[src/rtl/dssr_pkg.sv]
// Package with item types, request codes, controller states and constants for the servo slew ramp.
`timescale 1ns / 1ps
`default_nettype none

package dssr_pkg;

    // Request codes carried in req_type
    localparam logic [1:0] REQ_SET    = 2'd0;
    localparam logic [1:0] REQ_TICK   = 2'd1;
    localparam logic [1:0] REQ_STATUS = 2'd2;

    // Compare value is 7200 - (angle*4 + 180) = 7020 - angle*4
    localparam logic [12:0] CMP_BASE = 13'd7020;

    // Smallest divisor the slew step uses
    localparam logic [7:0] DIV_MIN = 8'd2;

    // Restoring divider: one quotient bit per cycle over an 8-bit error
    localparam int DIV_STEPS = 8;
    localparam int CNT_W     = $clog2(DIV_STEPS);
    localparam logic [CNT_W-1:0] DIV_LAST = CNT_W'(DIV_STEPS - 1);

    typedef struct packed {
        logic [1:0] req_type;
        logic       channel;
        logic [7:0] target_angle;
    } in_item_t;

    typedef struct packed {
        logic [12:0] left_compare;
        logic [12:0] right_compare;
        logic [7:0]  left_position;
        logic [7:0]  right_position;
        logic        running;
        logic        finished;
    } out_item_t;

    typedef enum logic [2:0] {
        ST_IDLE,
        ST_DIV_LOAD,
        ST_DIV_STEP,
        ST_DIV_APPLY,
        ST_TICK_END,
        ST_EMIT
    } state_t;

    // Controller to datapath commands
    typedef struct packed {
        logic load_item;   // apply accepted item of any type at accept
        logic div_load;    // load error of div_chan into divider
        logic div_step;    // one quotient bit
        logic div_apply;   // move div_chan's angle by quotient + 1
        logic div_chan;    // 0 left, 1 right
        logic tick_end;    // update run/finish after both channels moved
        logic emit;        // load result register
    } dp_cmd_t;

    // Datapath to controller status
    typedef struct packed {
        logic run;
        logic out_free;
    } dp_stat_t;

endpackage

`default_nettype wire

[src/rtl/dual_servo_slew_ramp.sv]
// Top level of the dual servo slew ramp: controller plus datapath.
//
//  Port group        Direction  Handshake           Carries
//  s_*  (items)      in         s_valid / s_ready   dssr_pkg::in_item_t
//  m_*  (results)    out        m_valid / m_ready   dssr_pkg::out_item_t
//  cfg_*             in         cfg_wr_en           slew divisor, 8 bits
//
// Set, status, unused and idle-tick items load the result register 1 cycle after accept.
// A tick while running uses the one restoring divider, which gives a quotient bit a
// cycle: load, steps and apply per channel, left then right, then the flag update and result.
// Synchronous active-low reset clears all angles, goals and flags; divisor is 4.
// One item is in work at a time; a held result stalls the next in the emit step.
`timescale 1ns / 1ps
`default_nettype none

module dual_servo_slew_ramp (
    input  wire logic                aclk,
    input  wire logic                aresetn,
    input  wire logic                cfg_wr_en,
    input  wire logic [7:0]          cfg_wr_data,
    input  wire logic                s_valid,
    output logic                     s_ready,
    input  wire dssr_pkg::in_item_t  s_data,
    output logic                     m_valid,
    input  wire logic                m_ready,
    output dssr_pkg::out_item_t      m_data
);

    dssr_pkg::dp_cmd_t  cmd;
    dssr_pkg::dp_stat_t stat;

    dssr_ctrl u_ctrl (
        .aclk     (aclk),
        .aresetn  (aresetn),
        .s_valid  (s_valid),
        .s_ready  (s_ready),
        .req_type (s_data.req_type),
        .stat     (stat),
        .cmd      (cmd)
    );

    dssr_dp u_dp (
        .aclk        (aclk),
        .aresetn     (aresetn),
        .cfg_wr_en   (cfg_wr_en),
        .cfg_wr_data (cfg_wr_data),
        .item        (s_data),
        .cmd         (cmd),
        .stat        (stat),
        .m_valid     (m_valid),
        .m_ready     (m_ready),
        .m_data      (m_data)
    );

endmodule

`default_nettype wire

[src/rtl/dssr_ctrl.sv]
// Controller state machine sequencing item handling, the shared divider and result hand-off.
`timescale 1ns / 1ps
`default_nettype none

module dssr_ctrl (
    input  wire logic               aclk,
    input  wire logic               aresetn,
    input  wire logic               s_valid,
    output logic                    s_ready,
    input  wire logic [1:0]         req_type,
    input  wire dssr_pkg::dp_stat_t stat,
    output dssr_pkg::dp_cmd_t       cmd
);

    dssr_pkg::state_t            state_reg, state_next;
    logic                        chan_reg, chan_next;
    logic [dssr_pkg::CNT_W-1:0]  cnt_reg, cnt_next;
    logic                        accept;

    assign accept = s_valid && (state_reg == dssr_pkg::ST_IDLE);

    // State and sequencer registers
    always_ff @(posedge aclk) begin
        if (!aresetn) begin
            state_reg <= dssr_pkg::ST_IDLE;
            chan_reg  <= 1'b0;
            cnt_reg   <= '0;
        end else begin
            state_reg <= state_next;
            chan_reg  <= chan_next;
            cnt_reg   <= cnt_next;
        end
    end

    // Next state
    always_comb begin
        state_next = state_reg;
        chan_next  = chan_reg;
        cnt_next   = cnt_reg;
        case (state_reg)
            dssr_pkg::ST_IDLE: begin
                if (accept) begin
                    chan_next = 1'b0;
                    if (req_type == dssr_pkg::REQ_TICK && stat.run) begin
                        state_next = dssr_pkg::ST_DIV_LOAD;
                    end else begin
                        state_next = dssr_pkg::ST_EMIT;
                    end
                end
            end
            dssr_pkg::ST_DIV_LOAD: begin
                cnt_next   = '0;
                state_next = dssr_pkg::ST_DIV_STEP;
            end
            dssr_pkg::ST_DIV_STEP: begin
                cnt_next = cnt_reg + 1'b1;
                if (cnt_reg == dssr_pkg::DIV_LAST) begin
                    state_next = dssr_pkg::ST_DIV_APPLY;
                end
            end
            dssr_pkg::ST_DIV_APPLY: begin
                if (chan_reg) begin
                    state_next = dssr_pkg::ST_TICK_END;
                end else begin
                    chan_next  = 1'b1;
                    state_next = dssr_pkg::ST_DIV_LOAD;
                end
            end
            dssr_pkg::ST_TICK_END: begin
                state_next = dssr_pkg::ST_EMIT;
            end
            dssr_pkg::ST_EMIT: begin
                if (stat.out_free) begin
                    state_next = dssr_pkg::ST_IDLE;
                end
            end
            default: begin
                state_next = dssr_pkg::ST_IDLE;
            end
        endcase
    end

    // Outputs
    always_comb begin
        s_ready       = (state_reg == dssr_pkg::ST_IDLE);
        cmd           = '0;
        cmd.div_chan  = chan_reg;
        case (state_reg)
            dssr_pkg::ST_IDLE:      cmd.load_item = accept;
            dssr_pkg::ST_DIV_LOAD:  cmd.div_load  = 1'b1;
            dssr_pkg::ST_DIV_STEP:  cmd.div_step  = 1'b1;
            dssr_pkg::ST_DIV_APPLY: cmd.div_apply = 1'b1;
            dssr_pkg::ST_TICK_END:  cmd.tick_end  = 1'b1;
            dssr_pkg::ST_EMIT:      cmd.emit      = stat.out_free;
            default:                cmd           = '0;
        endcase
    end

endmodule

`default_nettype wire

[src/rtl/dssr_dp.sv]
// Datapath: angle and flag state, divisor register, serial divider and result register.
`timescale 1ns / 1ps
`default_nettype none

module dssr_dp (
    input  wire logic                aclk,
    input  wire logic                aresetn,
    input  wire logic                cfg_wr_en,
    input  wire logic [7:0]          cfg_wr_data,
    input  wire dssr_pkg::in_item_t  item,
    input  wire dssr_pkg::dp_cmd_t   cmd,
    output dssr_pkg::dp_stat_t       stat,
    output logic                     m_valid,
    input  wire logic                m_ready,
    output dssr_pkg::out_item_t      m_data
);

    logic [7:0] div_reg;
    logic [7:0] lcur_reg, rcur_reg, lgoal_reg, rgoal_reg;
    logic       run_reg, fin_reg, fin_rep_reg;
    logic [8:0] rem_reg;
    logic [7:0] quo_reg;
    logic       m_valid_reg;
    dssr_pkg::out_item_t m_data_reg;

    logic [7:0] div_eff;
    logic [7:0] lgoal_new, rgoal_new;
    logic       set_moves;
    logic [7:0] sel_cur, sel_goal, sel_err, step;
    logic [8:0] rem_sh;
    logic       sub_ok;
    logic [7:0] moved;
    logic       out_free;

    assign div_eff  = (div_reg < dssr_pkg::DIV_MIN) ? dssr_pkg::DIV_MIN : div_reg;
    assign out_free = !m_valid_reg || m_ready;

    // Goals after a set item
    always_comb begin
        lgoal_new = lgoal_reg;
        rgoal_new = rgoal_reg;
        if (item.channel) begin
            rgoal_new = item.target_angle;
        end else begin
            lgoal_new = item.target_angle;
        end
        set_moves = (lgoal_new != lcur_reg) || (rgoal_new != rcur_reg);
    end

    // Channel under division and its absolute error
    always_comb begin
        sel_cur  = cmd.div_chan ? rcur_reg  : lcur_reg;
        sel_goal = cmd.div_chan ? rgoal_reg : lgoal_reg;
        sel_err  = (sel_cur < sel_goal) ? (sel_goal - sel_cur) : (sel_cur - sel_goal);
        step     = quo_reg + 8'd1;
        if (sel_cur < sel_goal) begin
            moved = sel_cur + step;
        end else if (sel_cur > sel_goal) begin
            moved = sel_cur - step;
        end else begin
            moved = sel_cur;
        end
    end

    // Restoring divide step
    assign rem_sh = {rem_reg[7:0], quo_reg[7]};
    assign sub_ok = (rem_sh >= {1'b0, div_eff});

    // Divisor register
    always_ff @(posedge aclk) begin
        if (!aresetn) begin
            div_reg <= 8'd4;
        end else if (cfg_wr_en) begin
            div_reg <= cfg_wr_data;
        end
    end

    // Servo state and flags
    always_ff @(posedge aclk) begin
        if (!aresetn) begin
            lcur_reg    <= '0;
            rcur_reg    <= '0;
            lgoal_reg   <= '0;
            rgoal_reg   <= '0;
            run_reg     <= 1'b0;
            fin_reg     <= 1'b0;
            fin_rep_reg <= 1'b0;
        end else begin
            if (cmd.load_item) begin
                fin_rep_reg <= fin_reg;
                case (item.req_type)
                    dssr_pkg::REQ_SET: begin
                        lgoal_reg <= lgoal_new;
                        rgoal_reg <= rgoal_new;
                        if (set_moves) begin
                            run_reg <= 1'b1;
                        end else begin
                            fin_reg     <= 1'b1;
                            fin_rep_reg <= 1'b1;
                        end
                    end
                    dssr_pkg::REQ_STATUS: begin
                        fin_reg <= 1'b0;
                    end
                    default: begin
                    end
                endcase
            end
            if (cmd.div_apply) begin
                if (cmd.div_chan) begin
                    rcur_reg <= moved;
                end else begin
                    lcur_reg <= moved;
                end
            end
            if (cmd.tick_end) begin
                if (lcur_reg == lgoal_reg && rcur_reg == rgoal_reg) begin
                    run_reg     <= 1'b0;
                    fin_reg     <= 1'b1;
                    fin_rep_reg <= 1'b1;
                end else begin
                    fin_rep_reg <= fin_reg;
                end
            end
        end
    end

    // Serial divider registers
    always_ff @(posedge aclk) begin
        if (cmd.div_load) begin
            rem_reg <= '0;
            quo_reg <= sel_err;
        end else if (cmd.div_step) begin
            rem_reg <= sub_ok ? (rem_sh - {1'b0, div_eff}) : rem_sh;
            quo_reg <= {quo_reg[6:0], sub_ok};
        end
    end

    // Result register
    always_ff @(posedge aclk) begin
        if (!aresetn) begin
            m_valid_reg <= 1'b0;
        end else if (cmd.emit) begin
            m_valid_reg <= 1'b1;
        end else if (m_ready) begin
            m_valid_reg <= 1'b0;
        end
    end

    always_ff @(posedge aclk) begin
        if (cmd.emit) begin
            m_data_reg.left_compare   <= dssr_pkg::CMP_BASE - {3'b000, lcur_reg, 2'b00};
            m_data_reg.right_compare  <= dssr_pkg::CMP_BASE - {3'b000, rcur_reg, 2'b00};
            m_data_reg.left_position  <= lcur_reg;
            m_data_reg.right_position <= rcur_reg;
            m_data_reg.running        <= run_reg;
            m_data_reg.finished       <= fin_rep_reg;
        end
    end

    assign stat.run      = run_reg;
    assign stat.out_free = out_free;
    assign m_valid       = m_valid_reg;
    assign m_data        = m_data_reg;

endmodule

`default_nettype wire

[config.mk]
export PLATFORM = sky130hd
export DESIGN_NAME = dual_servo_slew_ramp
export DESIGN_NICKNAME = d
export VERILOG_FILES = /design/src/rtl/dssr_pkg.sv /design/src/rtl/dual_servo_slew_ramp.sv /design/src/rtl/dssr_ctrl.sv /design/src/rtl/dssr_dp.sv
export SDC_FILE = /design/constraint.sdc
export NUM_CORES = 1
export LEC_CHECK = 0
export ABC_AREA = 1
export BUFFER_PORTS_ARGS = -buffer_cell sky130_fd_sc_hd__buf_4
export CAP_MARGIN = 0
export CELL_PAD_IN_SITES_DETAIL_PLACEMENT = 1
export CELL_PAD_IN_SITES_GLOBAL_PLACEMENT = 1
export CORE_UTILIZATION = 43
export CTS_CLUSTER_DIAMETER = 40
export DETAILED_ROUTE_END_ITERATION = 6
export HOLD_SLACK_MARGIN = 0.06
export PLACE_DENSITY = 0.8
export SYNTH_ARGS = -nofsm -noshare
export SYNTH_HDL_FRONTEND = slang
export SYNTH_HIERARCHICAL = 1
export SYNTH_SLANG_ARGS = --single-unit
[constraint.sdc]
create_clock -name aclk -period 5.21 [get_ports aclk]
set_clock_uncertainty 0.15 [all_clocks]
set_input_delay 0.2605 -clock aclk [delete_from_list [all_inputs] [get_ports aclk]]
set_output_delay 0.2605 -clock aclk [all_outputs]
set_load 0.005 [all_outputs]
Word-level counts from Yosys, hierarchy flattened
Index checks and enable logic that the tools add are counted.
- $lt $le $gt $ge: 4
- equality and inequality tests: 15
- add/sub/neg operators: 9
- reductions and logical operators: 19
- bitwise operators: 1
- mux-type cells: 43
- operators with widths (cell ; number):
    two-way mux 8 bit ; 11
    subtractor 8 bit ; 4
    subtractor 12 x 11 -> 13 bit (first input constant) ; 2
    two-way mux 1 bit ; 23
    one-hot mux 3 bit (6 select lines) ; 1
    == test 8 bit ; 2
    inequality test 8 bit ; 2
    two-way mux 3 bit ; 5
    nonzero test 2 bit ; 5
    == test 3 bit (second input constant) ; 3
    >= comparator 9 x 8 -> 1 bit ; 1
    adder 8 x 1 -> 8 bit (second input constant) ; 1
    adder 8 bit ; 1
    greater-than comparator 8 bit ; 1
    < comparator 8 x 2 -> 1 bit (second input constant) ; 1
    < comparator 8 bit ; 1
    AND reduction 2 bit ; 4
    == test 3 x 2 -> 1 bit (second input constant) ; 2
    inequality test 2 x 1 -> 1 bit (second input constant) ; 3
    one-hot mux 3 bit (2 select lines) ; 1
    OR reduction 6 bit ; 1
    one-hot mux 1 bit (2 select lines) ; 2
    adder 3 x 1 -> 3 bit (second input constant) ; 1
    == test 3 x 1 -> 1 bit (second input constant) ; 1
    other kinds (9) ; 12
- register bits: 111
- input bits: 24
- output and inout port bits: 46
- word-level logic and storage cells: 111

Depth between registers and ports, before layout
Gate-level depths: netlist (run 1).
- depth after elaboration: 8
- gate-level depth with buffers: 22
- mapped depth without buffers: 19

By module
Netlist (run 1), hierarchy kept.
- modules (own cells, without submodules) (module ; sequential area each (sq um) ; cells each ; times used ; area an instance (sq um)):
    dssr_dp ; 2362.3 ; 927 ; 1 ; 6526.3
    dssr_ctrl ; 140.1 ; 66 ; 1 ; 426.7

Worst setup path after synthesis (run 1)
Ideal clock, no wire load.
- path kind: register to register
- from: register u_ctrl.state_reg[0]
- to: register u_dp.m_data_reg, in the netlist u_dp/m_data[0] (enable)
- arrival time: 4.101 ns
- setup slack: 0.436 ns
- path buffers: 0
- clock period less this slack: 4.774 ns
- setup time: 0.523 ns
- stages on the path, launching flop included: 3
- data required time: 4.537 ns
- cells stage by stage: dfxtp_1 inv_2 nor4_1
- RTL lines (element ; line ; text):
    start, declared ; dssr_ctrl.sv:15 ; dssr_pkg::state_t state_reg, state_next;
    start signal, assigned ; dssr_ctrl.sv:25 ; state_reg <= dssr_pkg::ST_IDLE;
    start signal, assigned ; dssr_ctrl.sv:29 ; state_reg <= state_next;
    end, declared ; dssr_dp.sv:24 ; dssr_pkg::out_item_t m_data_reg;

==> metrics.md, run 1 <==
| Metric | Value |
|---|---|
| Status | finished clean |
| Fin util | 0.500 |
| Non-filler cells, final | ~1300 |
| Port Buf Inserts | 63 |
| Number of flip-flops in the largest register | 36 |
| Number of setup violations in the final report | 0 |
| Sequential Area | 2500 um^2 |
| Crit path largest cell delay | between 0.7 and 0.8 ns |
| Worst-margin pin slew | approximately 1.1 ns |
| Row count | 46 |
| Die H | ~130 um |
| Setup CP Type | register to register |
| F_max | approximately 260 MHz |
| Iteration count of the initial detailed-routing pass | 4 |
| Vias per cell | around 5.2 |
| Hold crit path type | primary input to register |
| Detailed placement HPWL | 16.1 mm |
| Number of synthesized register bits | a little over 100 |
| Num CTS Buffers | 9 |
| Initial Util | 0.439 |
| DP Cell Count | about 1200 |
| Clock transition at path regs | ~0.080 ns |
| Aggregate routed wire length | 21.4 mm |
| Area of the multi-input gates | about 3700 um^2 |
| CP top delay family | simple AND/OR/NAND/NOR gates |
| First-pass GRT wire length | 33.9 mm |
| Biggest area consumer among synthesized cells | edfxtp_1 |
| Antenna diode count | 0 |
| Leakage | approximately 3.8 nW |
| Drc violations | 0 |
| Core box area | 15800 um^2 |
| Crit path depth | 14 |
| R2r setup slk | 1.29 ns |
| Layout cells sized above 1 | 0.103 |
| Slowest cell on the critical path | nor2_2 |
| Nets | 1116 |
| Crit path top cell by count | nand2_1 |
| Commonest non-fill, non-tap cells in the layout | nand2_1, inv_1, nor2_1 |
| Synth top area share | 0.190 |
| Final min period | around 3.9 ns |
| Via count | approximately 6600 |
| Deepest clock path buffer count | 2 |
| CTS tree | built |
| Syn Area/Cell | between 7 and 8 um^2 |
| Hold slack | roughly 0.075 ns |
| Most common cell after layout, fill and taps aside | nand2_1 |
| Final hold vios | 0 |
| Synth area leaders | edfxtp_1, dfxtp_1, nand2_1 |
| Clock sink count | 103 |
| Fillers | approximately 2100 |
| WP buf/inv | 2 |
| Setup TNS | 0 ns |
| Worst path required time | between 5 and 6 ns |
| Worst reg2reg path startpoint | u_ctrl/state_reg[1] |
| PwrDens | roughly 560 nW/um^2 |
| Critical-path cell list | nand2_1 > inv_1 > nor2_2 > nand2_1 > o21ai_0 > inv_1 > ha_1 > nand2_1 > nor2_1 > nor2_1 > o21ai_0 > xor2_1 > nand2_1 > a31oi_1 |
| Crit Path Max Fanout | 33 |
| Max Slew Vio Count | 0 |
| Worst Reg2Reg Path Length in Cells | 14 |
| Synth unique cells | around 40 |
| Hold endpoint | u_dp/div_reg[4] |
| Initial antenna violation count | 0 |
| ANT nets after route | 0 |
| Synth Instances | about 1000 |
| Starting DRT DRC Count | 341 |
| Tot GR Track Use | 0.265 |
| WP data arrival | 3.95 ns |
| Overall die area | between 15000 and 20000 um^2 |
| Min-delay src | cfg_wr_data[4] |
| Gpl congestion | roughly 0.85 |
| Slew HR | 0.281 |
| Post-Syn Area | just under 7000 um^2 |
| Startpoint Class | register |
| I/O Pins | 70 |
| H-tree levels | 3 |
| Die X | between 100 and 150 um |
| Setup repair after global routing missed its margin | no |
| YS warnings | 6 |
| Hold Path Stages | 3 |
| Largest net degree at the start of global routing | 38 |
| Root Driver | clkbuf_16 |
| Max-Cap Viols | 0 |
| Final Cycle Share | 0.752 |
| Grt total ovfl | 0 |
| Area delta synth->final | 13.7% |
| Worst setup EP type | register |
| Vias in the first global route | 6563 |
| Drt wl/cell | approximately 17 um |
| Maximum vdd drop | 0.000333 V |
| FF-to-FF End | u_dp/quo_reg[5] |
| Sequential fraction of the synthesis area | 0.360 |
| Worst-Skew Late Latency | ~0.35 ns |
## metal layers
| metal | GRT usage | vias up | part of all wire |
|---|---|---|---|
| li1 | - | 3283 | - |
| met1 | 0.335 | 3163 | 0.46 |
| met2 | 0.458 | 118 | 0.48 |
| met3 | 0.0421 | 35 | 0.032 |
| met4 | 0.0907 | 0 | 0.026 |
| met5 | 0 | - | 0 |
## worst max-delay path by stage
| stage | from | endpoint | slack, ns |
|---|---|---|---|
| after floorplan | u_ctrl/state_reg[0] | u_dp/m_data[0] | 0.44 |
| after global placement | u_ctrl/state_reg[1] | u_dp/quo_reg[6] | 1.42 |
| after detailed placement | u_ctrl/state_reg[1] | u_dp/quo_reg[4] | 1.34 |
| after CTS | u_ctrl/state_reg[1] | u_dp/quo_reg[4] | 1.31 |
| after global routing | u_ctrl/state_reg[1] | u_dp/quo_reg[4] | 0.85 |
| final | u_ctrl/state_reg[1] | u_dp/quo_reg[5] | 1.29 |
## stage by stage
| step | total power, mW | worst slack (ns) | instance area [um^2] |
|---|---|---|---|
| floorplan | 3.05 | 0.436 | 6970 |
| global placement | 3.65 | 1.42 | 7520 |
| detailed placement | 3.72 | 1.34 | 7520 |
| CTS | 4.45 | 1.31 | 7910 |
| global route | 4.83 | 0.855 | 7910 |
| finish | 4.44 | 1.29 | 7910 |
## cell type report
class,instances,area share
clock buffers,9,0.0285
clock inverters,7,0.0101
inverters,151,0.0723
multi-input cells,707,0.467
flip-flops and latches,103,0.316
well taps,216,0.0342
repair buffers,73,0.0718
## report_power, final
part           switching (mW)  internal [mW]  total [mW]
combinational            1.74          0.833        2.57
clock                   0.324          0.379       0.703
sequential              0.135           1.03        1.17
## logic make-up after synthesis
kind of cell | share of synthesized area
simple gates | 0.276
buf+inv | 0.113
compound gates | 0.129
xor+xnor | 0.0315
flops | 0.360
other cells | 0.00108
fa+ha+maj | 0.0900
## worst register-to-register path, cell delays in order, from the launching register on
cell and delay, ns:
dfxtp_1 0.42, nand2_1 0.10, inv_1 0.05, nor2_2 0.73, nand2_1 0.14, o21ai_0 0.44, inv_1 0.31, ha_1 0.38
nand2_1 0.08, nor2_1 0.16, nor2_1 0.09, o21ai_0 0.27, xor2_1 0.18, nand2_1 0.06, a31oi_1 0.22
## Yosys cell counts (all sizes together)
cell and n:
o21ai 77, nor2 84, nand4 11, clkinv 1
nand3b 3, nor3 4, o31ai 1, ha 42
buf 19, o22ai 12, nand3 67, nor4 2
o21bai 2, inv 150, dfxtp 59, a31oi 2
clkbuf 17, edfxtp 44, xor2 22, or2 4
and2 1, conb 2, nand2 286, fa 5
a21oi 67, o211ai 6, xnor2 3
## timing repair
action	CTS	global route
hold endpoints to repair	6	0
hold buffers	8	0
gates resized for setup	0	0
buffers inserted	0	0
No activity file was read; power rests on OpenSTA's default activity.
==> inputs of run 2 (changes only) <==
CORE_UTILIZATION = 39   (was 43)
PLACE_DENSITY = 0.77   (was 0.8)
clock period = 3.51 ns   (was 5.21 ns; I/O delays follow)
==> run 2 against run 1 <==
  * Total power rose by 50%
  * Clock power rose by 40%
  * Final cell count rose by 2.6%
  * Flip-flop and latch count did not move
  * Worst setup slack got worse by 0.99 ns
  * Count of clock-buffer cells in the layout did not move
  * Final area rose by 2.6%
  * First-iteration DRC count rose by 3.8%
  * Largest cell class unchanged
==> metrics.md, run 2 (same netlist as run 1, synthesis figures left out) <==
| Metric | Value |
|---|---|
| Status | finished clean |
| Sw frac | 0.503 (+0.00788) |
| Crit Path Max Fanout | 33 (unchanged) |
| Aggregate routed wire length | 22.3 mm (+4.2%) |
| Crit path depth | 17 (+3) |
| M3 GR Usage | 0.0325 (-0.00957) |
| Final Cycle Share | 0.914 (+0.162) |
| Iteration count of the initial detailed-routing pass | 5 (+1) |
| Crit path largest cell delay | 0.39 ns (-0.34 ns) |
| Num CTS Buffers | 9 (unchanged) |
| CTS tree | built |
| Commonest non-fill, non-tap cells in the layout | nand2_1, inv_1, buf_4 |
| Area delta synth->final | 16.6% |
| Max Slew Vio Count | 0 (unchanged) |
| Drt wl/cell | 17.2 um (+1.5%) |
| Psw | 3.34 mW (+52%) |
| Vias in the first global route | 6832 (+4.1%) |
| Grt total ovfl | 0 (unchanged) |
| Most common cell after layout, fill and taps aside | nand2_1 |
| Worst slack at placement | 0.216 ns (-1.12 ns) |
| Worst Reg2Reg Path Length in Cells | 17 (+3) |
| WP data arrival | 3.15 ns (-0.80 ns) |
| Die X | 136 um (+4.9%) |
| Crit path top cell by count | nand2_1 |
| First-pass GRT wire length | 35.5 mm (+4.5%) |
| Gpl congestion | 0.881 (+3.8%) |
| Initial antenna violation count | 0 (unchanged) |
| Largest net degree at the start of global routing | 35 (-7.9%) |
| Tot GR Track Use | 0.253 (-0.0118) |
| Final Worst Setup Slack | 0.301 ns (-0.989 ns) |
| Maximum vdd drop | 0.000388 V (+16%) |
| Initial Util | 0.401 (-0.0387) |
| Core box area | 17400 um^2 (+9.7%) |
| Fin util | 0.467 (-0.0323) |
| Critical-path cell list | nand2_1 > inv_1 > nor2_2 > buf_12 > o21ai_0 > inv_1 > ha_1 > a21oi_1 > o21ai_2 > nand2_2 > nand2_4 > inv_2 > nand2_1 > nand2_1 > nand2_1 > nand3_1 > o21ai_0 |
| Die H | 136 um (+4.9%) |
| Overall die area | 18400 um^2 (+10%) |
| Drc violations | 0 (unchanged) |
| Internal cell power | 3.30 mW (+47%) |
| H-tree levels | 3 (unchanged) |
| Share of power burned in registers | 0.258 (-0.005) |
| Row count | 48 (+4.3%) |
| Setup TNS | 0 ns (unchanged) |
| Port Buf Inserts | 63 (unchanged) |
| Worst path required time | 3.45 ns (-1.79 ns) |
| Worst-margin pin slew | 0.904 ns (-0.163 ns) |
| GR Util met1 | 0.315 (-0.0196) |
| Slew HR | 0.396 (+0.116) |
| Clock sink count | 103 (unchanged) |
| Via count | 6696 (+1.5%) |
| Number of setup violations in the final report | 0 (unchanged) |
| Antenna diode count | 0 (unchanged) |
| Hold Path Stages | 3 (unchanged) |
| Deepest clock path buffer count | 2 (unchanged) |
| Postcts setup bufs | 0 (unchanged) |
| Starting DRT DRC Count | 354 (+3.8%) |
| Startpoint Class | register |
| I/O Pins | 70 (unchanged) |
| Slowest cell on the critical path | dfxtp_1 |
| GR peak layer | met2 |
| Vias per cell | 5.15 (-1.1%) |
| Setup repair after global routing missed its margin | no |
| Final hold vios | 0 (unchanged) |
| WP buf/inv | 4 (+2) |
| Leakage | 3.94 nW (+2.7%) |
| Hold crit path type | primary input to register |
| Clock transition at path regs | 0.07 ns (about the same) |
| Worst-Skew Late Latency | 0.36 ns (about the same) |
| Logic pwr share | 0.594 (+0.015) |
| Worst setup EP type | register |
| Clock power frac | 0.148 (-0.010) |
| ANT nets after route | 0 (unchanged) |
| Max-Cap Viols | 0 (unchanged) |
| Nets | 1140 (+2.2%) |
| CP top delay family | buffers and inverters |
| Setup CP Type | register to register |
| Number of flip-flops in the largest register | 36 (unchanged) |
| F_max | 312 MHz (+22%) |
| Detailed placement HPWL | 17.3 mm (+7.3%) |
| PwrDens | 818 nW/um^2 (+46%) |
| Layout cells sized above 1 | 0.117 (+0.0145) |
| M2 GR Usage | 0.440 (-0.0181) |
| Root Driver | clkbuf_16 |
| Final min period | 3.21 ns (-0.711 ns) |
-- run 2: cell count changes in the layout (fill, tap and decap cells not counted) --
cell,change
buf_4,+17
dlygate4sd3_1,+6
clkinvlp_4,+3
clkinv_4,-2
buf_12,+1
bufinv_16,-1
clkinv_2,+1
clkinvlp_2,-1
nor4_2,-1
nor4_4,+1
o21ai_0,-1
o21ai_1,+1
-- run 2: area by class of cell --
type / count / area, um^2
clock inverters: 7 / 55.1
well taps: 225 / 282
fillers: 2245 / 9250
repair buffers: 97 / 776
clock buffers: 9 / 225
multi-input cells: 707 / 3700
inverters: 151 / 572
flip-flops and latches: 103 / 2500
-- run 2: repair_timing --
item,in CTS,in global routing
setup endpoints to repair,0,2
hold buffers,14,0
hold endpoints to repair,11,0
gates resized for setup,0,1
-- run 2: worst register-to-register path: cells and delay by family, from the launching register on --
family	cells	cell delay, ns
AOI/OAI and AO/OA	4	0.68
DFF	1	0.39
adders and majority gates	1	0.38
buffers and inverters	4	0.69
and+or+nand+nor	8	0.63
-- run 2: final timing paths --
path                             from               end  slack (ns)
setup / recovery  u_ctrl/state_reg[2]   u_dp/quo_reg[7]        0.30
hold / removal                aresetn  u_dp/fin_rep_reg         0.1
setup reg to reg  u_ctrl/state_reg[2]   u_dp/quo_reg[7]        0.30
hold reg to reg      u_dp/fin_rep_reg    u_dp/m_data[0]        0.30
-- run 2: power by group through the flow --
stage	logic, mW	registers (mW)	clock network, mW
2_1_floorplan	2.85	1.68	0
4_1_cts	3.92	1.72	1.00
6_report	3.94	1.71	0.981
5_1_grt	4.43	1.74	1.04
3_5_place_dp	3.89	1.74	0
3_3_place_gp	3.79	1.73	0
-- run 2: per-stage QoR --
stage	power, mW	hold WS (ns)	cell area, um^2	cells
floorplan	4.53	0.137	6970	997
global placement	5.53	0.251	7690	1269
detailed placement	5.63	0.275	7690	1269
CTS	6.64	0.0758	8110	1299
global route	7.22	0.121	8110	1299
finish	6.64	0.0976	8110	1299
-- run 2: per-layer routing --
metal  vias up  wire length, um
met5         -                0
li1       3335                -
met3        42              637
met2       144            11000
met1      3175            10000
met4         0              670
==> inputs of run 3 (changes only) <==
PLACE_DENSITY = 0.79   (was 0.77)
==> run 3 against run 2 <==
  * Final cell count shrank 0.54%
  * Via count is 0.25% higher
  * Critical path depth down 1
  * Total power grew 1.7%
  * Flip-flop and latch count unchanged
  * Non-clock buffer count decreased by 7
  * Final area fell by 0.26%
  * First-iteration DRC count fell by 8.2%
  * Core utilization shrank 0.12 points
  * Global-route usage down 0.61 points
  * Largest cell class unchanged
  * Highest routed layer unchanged
==> metrics.md, run 3 (same netlist as run 1, synthesis figures left out) <==
| Metric | Value |
|---|---|
| Status | finished clean |
| Num CTS Buffers | 9 (unchanged) |
| Clock power frac | 0.162 (+0.014) |
| Max Slew Vio Count | 0 (unchanged) |
| Startpoint Class | register |
| H-tree levels | 3 (unchanged) |
| Worst-margin pin slew | 0.852 ns (-0.0527 ns) |
| Slowest cell on the critical path | fa_1 |
| Clock sink count | 103 (unchanged) |
| Drt wl/cell | 16.9 um (-1.6%) |
| First-pass GRT wire length | 35.0 mm (-1.4%) |
| Die H | 136 um (unchanged) |
| Die X | 136 um (unchanged) |
| Iteration count of the initial detailed-routing pass | 7 (+2) |
| Slew HR | 0.432 (+0.0352) |
| Number of flip-flops in the largest register | 36 (unchanged) |
| Clock transition at path regs | 0.07 ns (about the same) |
| Area delta synth->final | 16.3% |
| Setup repair after global routing missed its margin | no |
| PwrDens | 834 nW/um^2 (+2.0%) |
| Worst-Skew Late Latency | 0.35 ns (about the same) |
| Starting DRT DRC Count | 325 (-8.2%) |
| CTS tree | built |
| Gpl congestion | 0.891 (+1.1%) |
| Most common cell after layout, fill and taps aside | nand2_1 |
| F_max | 305 MHz (-2.0%) |
| ANT nets after route | 0 (unchanged) |
| Largest net degree at the start of global routing | 34 (-2.9%) |
| Final Cycle Share | 0.933 (+0.0189) |
| Share of power burned in registers | 0.253 (-0.005) |
| Final hold vios | 0 (unchanged) |
| Hold crit path type | primary input to register |
| Root Driver | clkbuf_16 |
| Critical-path cell list | nand2_1 > inv_1 > nor2_2 > buf_12 > o21ai_0 > inv_1 > ha_1 > fa_1 > o21ai_2 > nand2_2 > nand2_4 > inv_2 > nand2_1 > nand3_1 > nand3_1 > o21ai_0 |
| Vias in the first global route | 6774 (-0.85%) |
| Antenna diode count | 0 (unchanged) |
| Post-CTS Resized | 0 (unchanged) |
| R2r setup slk | 0.23 ns (-0.07 ns) |
| Setup CP Type | register to register |
| Initial antenna violation count | 0 (unchanged) |
| Crit Path Max Fanout | 33 (unchanged) |
| Overall die area | 18400 um^2 (unchanged) |
| DP Cell Count | 1265 (-0.32%) |
| Layout cells sized above 1 | 0.112 (-0.00485) |
| Commonest non-fill, non-tap cells in the layout | nand2_1, inv_1, nor2_1 |
| Port Buf Inserts | 63 (unchanged) |
| Internal cell power | 3.44 mW (+4.2%) |
| Worst path required time | 3.44 ns (about the same) |
| Leakage | 3.93 nW (-0.16%) |
| Row count | 48 (unchanged) |
| Logic pwr share | 0.584 (-0.010) |
| Crit path largest cell delay | 0.42 ns (+0.03 ns) |
| Grt total ovfl | 0 (unchanged) |
| Core box area | 17400 um^2 (unchanged) |
| Max-Cap Viols | 0 (unchanged) |
| Initial Util | 0.401 (unchanged) |
| Maximum vdd drop | 0.000599 V (+54%) |
| Final min period | 3.28 ns (+0.0662 ns) |
| Vias per cell | 5.20 (+0.80%) |
| Sw frac | 0.490 (-0.0124) |
| Non-filler cells, final | 1292 (-0.54%) |
| Tot GR Track Use | 0.247 (-0.00614) |
| Detailed placement HPWL | 17.0 mm (-1.9%) |
| Via count | 6713 (+0.25%) |
| Psw | 3.31 mW (-0.82%) |
| Aggregate routed wire length | 21.8 mm (-2.1%) |
| Deepest clock path buffer count | 2 (unchanged) |
| Setup TNS | 0 ns (unchanged) |
| WP data arrival | 3.21 ns (+0.06 ns) |
| Number of setup violations in the final report | 0 (unchanged) |
| Worst setup EP type | register |
| Nets | 1133 (-0.61%) |
| I/O Pins | 70 (unchanged) |
| Drc violations | 0 (unchanged) |
[run 3: final cells by class]
cell class,count,area [um^2]
well taps,225,282
clock buffers,9,225
multi-input cells,707,3700
repair buffers,90,716
clock inverters,7,93.8
inverters,151,572
flip-flops and latches,103,2500
fillers,2230,9270
[run 3: critical path, delay by kind of cell (launching register included)]
kind,cells,cell delay [ns]
compound gates,3,0.63
fa+ha+maj,2,0.66
buf+inv,4,0.46
flops,1,0.40
simple gates,7,0.67
[run 3: power groups by stage]
| stage | combinational (mW) | sequential, mW | clock [mW] |
|---|---|---|---|
| final | 3.94 | 1.71 | 1.10 |
| after global routing | 4.45 | 1.74 | 1.16 |
| after CTS | 3.95 | 1.71 | 1.12 |
| after detailed placement | 3.90 | 1.74 | 0 |
| after global placement | 3.83 | 1.73 | 0 |
| after floorplan | 2.85 | 1.68 | 0 |
[run 3: metrics by stage]
stage | setup WS, ns | power (mW) | hold slack [ns] | utilization | cell area [um^2]
3_5_place_dp | 0.317 | 5.64 | 0.272 | 0.441 | 7660
2_1_floorplan | 0.116 | 4.53 | 0.137 | - | 6970
3_3_place_gp | 0.473 | 5.56 | 0.252 | 0.441 | 7660
6_report | 0.235 | 6.75 | 0.0735 | 0.466 | 8090
4_1_cts | 0.273 | 6.78 | 0.0668 | 0.466 | 8090
5_1_grt | 0.0260 | 7.35 | 0.112 | 0.466 | 8090
[run 3: repair_timing]
action,CTS,global route
hold buffers,11,0
setup buffers,0,0
hold endpoints to repair,10,0
[run 3: path summary, 6_finish.rpt]
check	start	endpoint	cells past startpoint
setup reg to reg	u_ctrl/state_reg[2]	u_dp/quo_reg[7]	16
hold reg to reg	u_dp/fin_rep_reg	u_dp/m_data[0]	0
setup / recovery	u_ctrl/state_reg[2]	u_dp/quo_reg[7]	16
hold / removal	s_data[10]	u_dp/fin_rep_reg	6
[run 3: routing by layer]
metal  global-route usage  vias to the layer above  wire length (um)
li1                     -                     3317                 -
met1                0.305                     3226              9810
met2                0.434                      133             10800
met3               0.0348                       37               669
met4               0.0918                        0               554
met5                    0                        -                 0
